===== config.mk =====
export PLATFORM = sky130hd
export DESIGN_NAME = salc_ctrl
export DESIGN_NICKNAME = d
export VERILOG_FILES = /design/src/salc_pkg.sv /design/src/salc_ctrl.sv
export SDC_FILE = /design/constraint.sdc
export NUM_CORES = 1
export LEC_CHECK = 0
export BUFFER_PORTS_ARGS = -buffer_cell sky130_fd_sc_hd__buf_2
export CORE_AREA = 10 10 47 49
export CTS_CLUSTER_DIAMETER = 40
export CTS_CLUSTER_SIZE = 30
export DETAILED_ROUTE_END_ITERATION = 8
export DIE_AREA = 0 0 57 59
export PLACE_DENSITY = 0.42
export SYNTH_ARGS = -nofsm -noshare
export SYNTH_HDL_FRONTEND = slang
export SYNTH_SLANG_ARGS = --single-unit

===== constraint.sdc =====
create_clock -name clk -period 1.3 [get_ports clk]
set_input_delay 0.065 -clock clk [delete_from_list [all_inputs] [get_ports clk]]
set_output_delay 0.065 -clock clk [all_outputs]
set_load 0.03 [all_outputs]

===== src/salc_pkg.sv =====
// Shared types and constants for the set-associative LRU tag store.
// No dependencies; imported by every module of the block except salc_ram.
package salc_pkg;

  localparam int ADDR_IN_W  = 32;
  localparam int WAY_OUT_W  = 3;
  localparam int COUNT_W    = 32;
  localparam int CFG_IDX_W  = 2;
  localparam int CFG_DATA_W = 4;
  localparam int OFFSET_W   = 4;
  localparam int INDEX_W    = 4;
  localparam int ASSOC_W    = 2;

  localparam logic [CFG_IDX_W-1:0] REG_OFFSET = 2'd0;
  localparam logic [CFG_IDX_W-1:0] REG_INDEX  = 2'd1;
  localparam logic [CFG_IDX_W-1:0] REG_ASSOC  = 2'd2;

  localparam logic [OFFSET_W-1:0] OFFSET_RST = 4'd6;
  localparam logic [INDEX_W-1:0]  INDEX_RST  = 4'd8;
  localparam logic [ASSOC_W-1:0]  ASSOC_RST  = 2'd3;

  typedef struct packed {
    logic lookup;
    logic update;
    logic clear;
  } salc_cmd_t;

  typedef struct packed {
    logic clear_last;
  } salc_sts_t;

endpackage


===== src/salc_ctrl.sv =====
// Controller: clearing pass after reset, lookup and update sequencing, output valid.
// Depends on salc_pkg.
module salc_ctrl (
  input  logic               clk,
  input  logic               rst_n,
  input  logic               in_valid,
  output logic               in_ready,
  output logic               out_valid,
  input  logic               out_ready,
  output salc_pkg::salc_cmd_t cmd,
  input  salc_pkg::salc_sts_t sts
);
  import salc_pkg::*;

  localparam logic [1:0] ST_CLEAR  = 2'd0;
  localparam logic [1:0] ST_IDLE   = 2'd1;
  localparam logic [1:0] ST_UPDATE = 2'd2;

  logic [1:0] state_r, state_nxt;
  logic       out_valid_r, out_valid_nxt;

  always_comb begin
    state_nxt  = state_r;
    cmd        = '0;
    in_ready   = 1'b0;
    case (state_r)
      ST_CLEAR: begin
        cmd.clear = 1'b1;
        if (sts.clear_last) begin
          state_nxt = ST_IDLE;
        end
      end
      ST_IDLE: begin
        in_ready = 1'b1;
        if (in_valid) begin
          cmd.lookup = 1'b1;
          state_nxt  = ST_UPDATE;
        end
      end
      ST_UPDATE: begin
        if (!out_valid_r || out_ready) begin
          cmd.update = 1'b1;
          state_nxt  = ST_IDLE;
        end
      end
      default: begin
        state_nxt = ST_CLEAR;
      end
    endcase
  end

  always_comb begin
    out_valid_nxt = out_valid_r;
    if (out_ready) begin
      out_valid_nxt = 1'b0;
    end
    if (cmd.update) begin
      out_valid_nxt = 1'b1;
    end
  end

  always_ff @(posedge clk) begin
    if (!rst_n) begin
      state_r     <= ST_CLEAR;
      out_valid_r <= 1'b0;
    end else begin
      state_r     <= state_nxt;
      out_valid_r <= out_valid_nxt;
    end
  end

  assign out_valid = out_valid_r;

endmodule


==> flow_summary.ini <==
[clock_network]
root_buffer = clkbuf_4
cts_sinks = 3
post_cts_buffers = 0
hold_buffers = 0
htree_levels = 1
insertion_delay_ns = 0.23
numCtsBuffers = 3
cts.clk_slew.worst_paths_ns = 0.03
cts_tree = yes
cts_resized = 0
clockBufferDepth = 2

[routing]
vias = 144
dr_wl_met3_um = 83
drc = 0
wirelength_um = 401
wl_met1_um = 234
post_drt_wl_per_cell_um = 9.11
drt_pass1_iterations = 2
antenna_left = 0
top_layer_used = met3
wl_met2_um = 83
drt_iter0_drc = 2
vias_per_cell = 3.27

[power]
p_total_mw = 0.324
leakage_nw = 0.107
powerDensity_mw_per_mm2 = 1380
ir_drop_uv = 310

[logic_synthesis]
yosys.area_share.simple = 0.350
ys_warn_count = 0
synthMuxAreaShare = 0
synth_top_area_frac = 0.400
netlist_area_um2 = 150
ys_ff_latch = 3
synthXorXnorAreaFrac = 0
syn_nets = 21
synthTopCellsByArea = dfxtp_1 (40%), nor2b_2 (12%), o21a_1 (10%)
synth_top_cell_by_area = dfxtp_1
avgSynthCellArea_um2 = 9.38
syn_inst = 16
yosys.area_share.adder = 0
ys_seq_area_frac = 0.400
synth_top_family_by_area = simple AND/OR/NAND/NOR gates
ys_types = 10
synth_compound_area_frac = 0.200

[timing]
finClkSkew_ns = 0.00149
layout_worst_path_cycle_share = 0.906
hold_viol_final = 0
setup_violations = 0
drv_slew = 0
slew_headroom = 0.875
max_freq_ghz = 0.849
tightestPinTransition_ns = 0.186
rsz0062_at_grt = false
period_needed_ns = 1.18
timing.setup.tns_ns = 0

[final_layout]
fin_nets = 34
fill_cells = 178
n_antenna_cell = 0
area_growth_pct = 55.8
layout_commonest_cell = buf_2
layout-drive-gt1-share = 0.571
final_util = 0.167
final_cell_mix = buf_2 (9), nor2_1 (3), clkbuf_4 (3), dfxtp_1 (3)
final_cells = 44

[run]
cap_violations = 0

[placed_design]
port_buffers = 9
gp_congestion = 0.662
place_inst = 40

[worst_setup_path]
arrival_ns = 1.11
crit_buf_inv = 1
criticalPathCategory = flop to output pin
crit_family = flip-flops
crit_fanout = 5
slowest_stage = dfxtp_1
path_cells = nor2b_2 > and2_4 > buf_2
r2r_slack_ns = 0.38
end_kind = output pin
crit_required_ns = 1.24
start_kind = flop
slowest_delay_ns = 0.37

[global_route]
overflow = 0
grt_max_degree = 6
grt_pass1_vias = 145
grt_pass1_wl_um = 696
track_usage = 0.0324
antenna_found_initial = 0

[die]
die_x_um = 57
pin_count = 10
num_rows = 14
die_h_um = 59
start_util = 0.107
coreArea_mm2 = 0.00140
design.die.area_mm2 = 0.00336

[status]
status = complete, no violations

[worst_hold_path]
min_path_type = primary input to flop
-- layout make-up --
class                           instances  area, µm²  share of cell area
Clock buffer                            4       26.3               0.112
Multi-Input combinational cell         12       82.6               0.353
Sequential cell                         3       60.1               0.257
Tap cell                               16       20.0              0.0856
Timing Repair Buffer                    9       45.0               0.193
-- Yosys cell counts (all sizes together) --
cell / instances
a21boi: 1
and2: 1
nand2b: 2
dfxtp: 3
nor2b: 2
a211oi: 1
nor2: 3
buf: 1
o21a: 2
-- kinds of logic after synthesis --
logic type,after synthesis
AO/OA/AOI/OAI,4
buffers and inverters,1
flip-flops,3
AND/OR/NAND/NOR,8
-- report_power, final --
part           internal, mW  switching [mW]
combinational        0.0250          0.0366
sequential           0.0980         0.00539
clock                 0.115          0.0443
total                 0.238          0.0864
-- through the flow --
step           hold WS, ns  area (µm²)  setup WS [ns]
2_1_floorplan        0.183         150          0.150
3_3_place_gp         0.310         208          0.358
3_5_place_dp         0.305         208          0.362
4_1_cts             0.0597         234          0.110
5_1_grt             0.0661         234         0.0209
6_report            0.0676         234          0.122
-- flip-flops by register name, indices dropped and copies added, names as in the netlist --
| signal | flops |
|---|---|
| state_r | 2 |
| out_valid | 1 |
-- worst paths after layout --
path                                start                 endpoint  cells after the start
setup / recovery  state_r[0]$_SDFFE_PN0P_                   cmd[2]                      3
hold / removal                      rst_n  state_r[1]$_SDFFE_PN0P_                      2
setup reg to reg  state_r[0]$_SDFFE_PN0P_  state_r[1]$_SDFFE_PN0P_                      3
hold reg to reg    out_valid$_SDFFE_PN0P_   out_valid$_SDFFE_PN0P_                      2
-- metal layers --
layer  vias up  global-route usage
met3         0              0.0472
met2        12              0.0186
li1         79                   -
met5         -                   0
met1        53              0.0378
met4         0              0.0302
No activity file was read; power rests on OpenSTA's default activity.
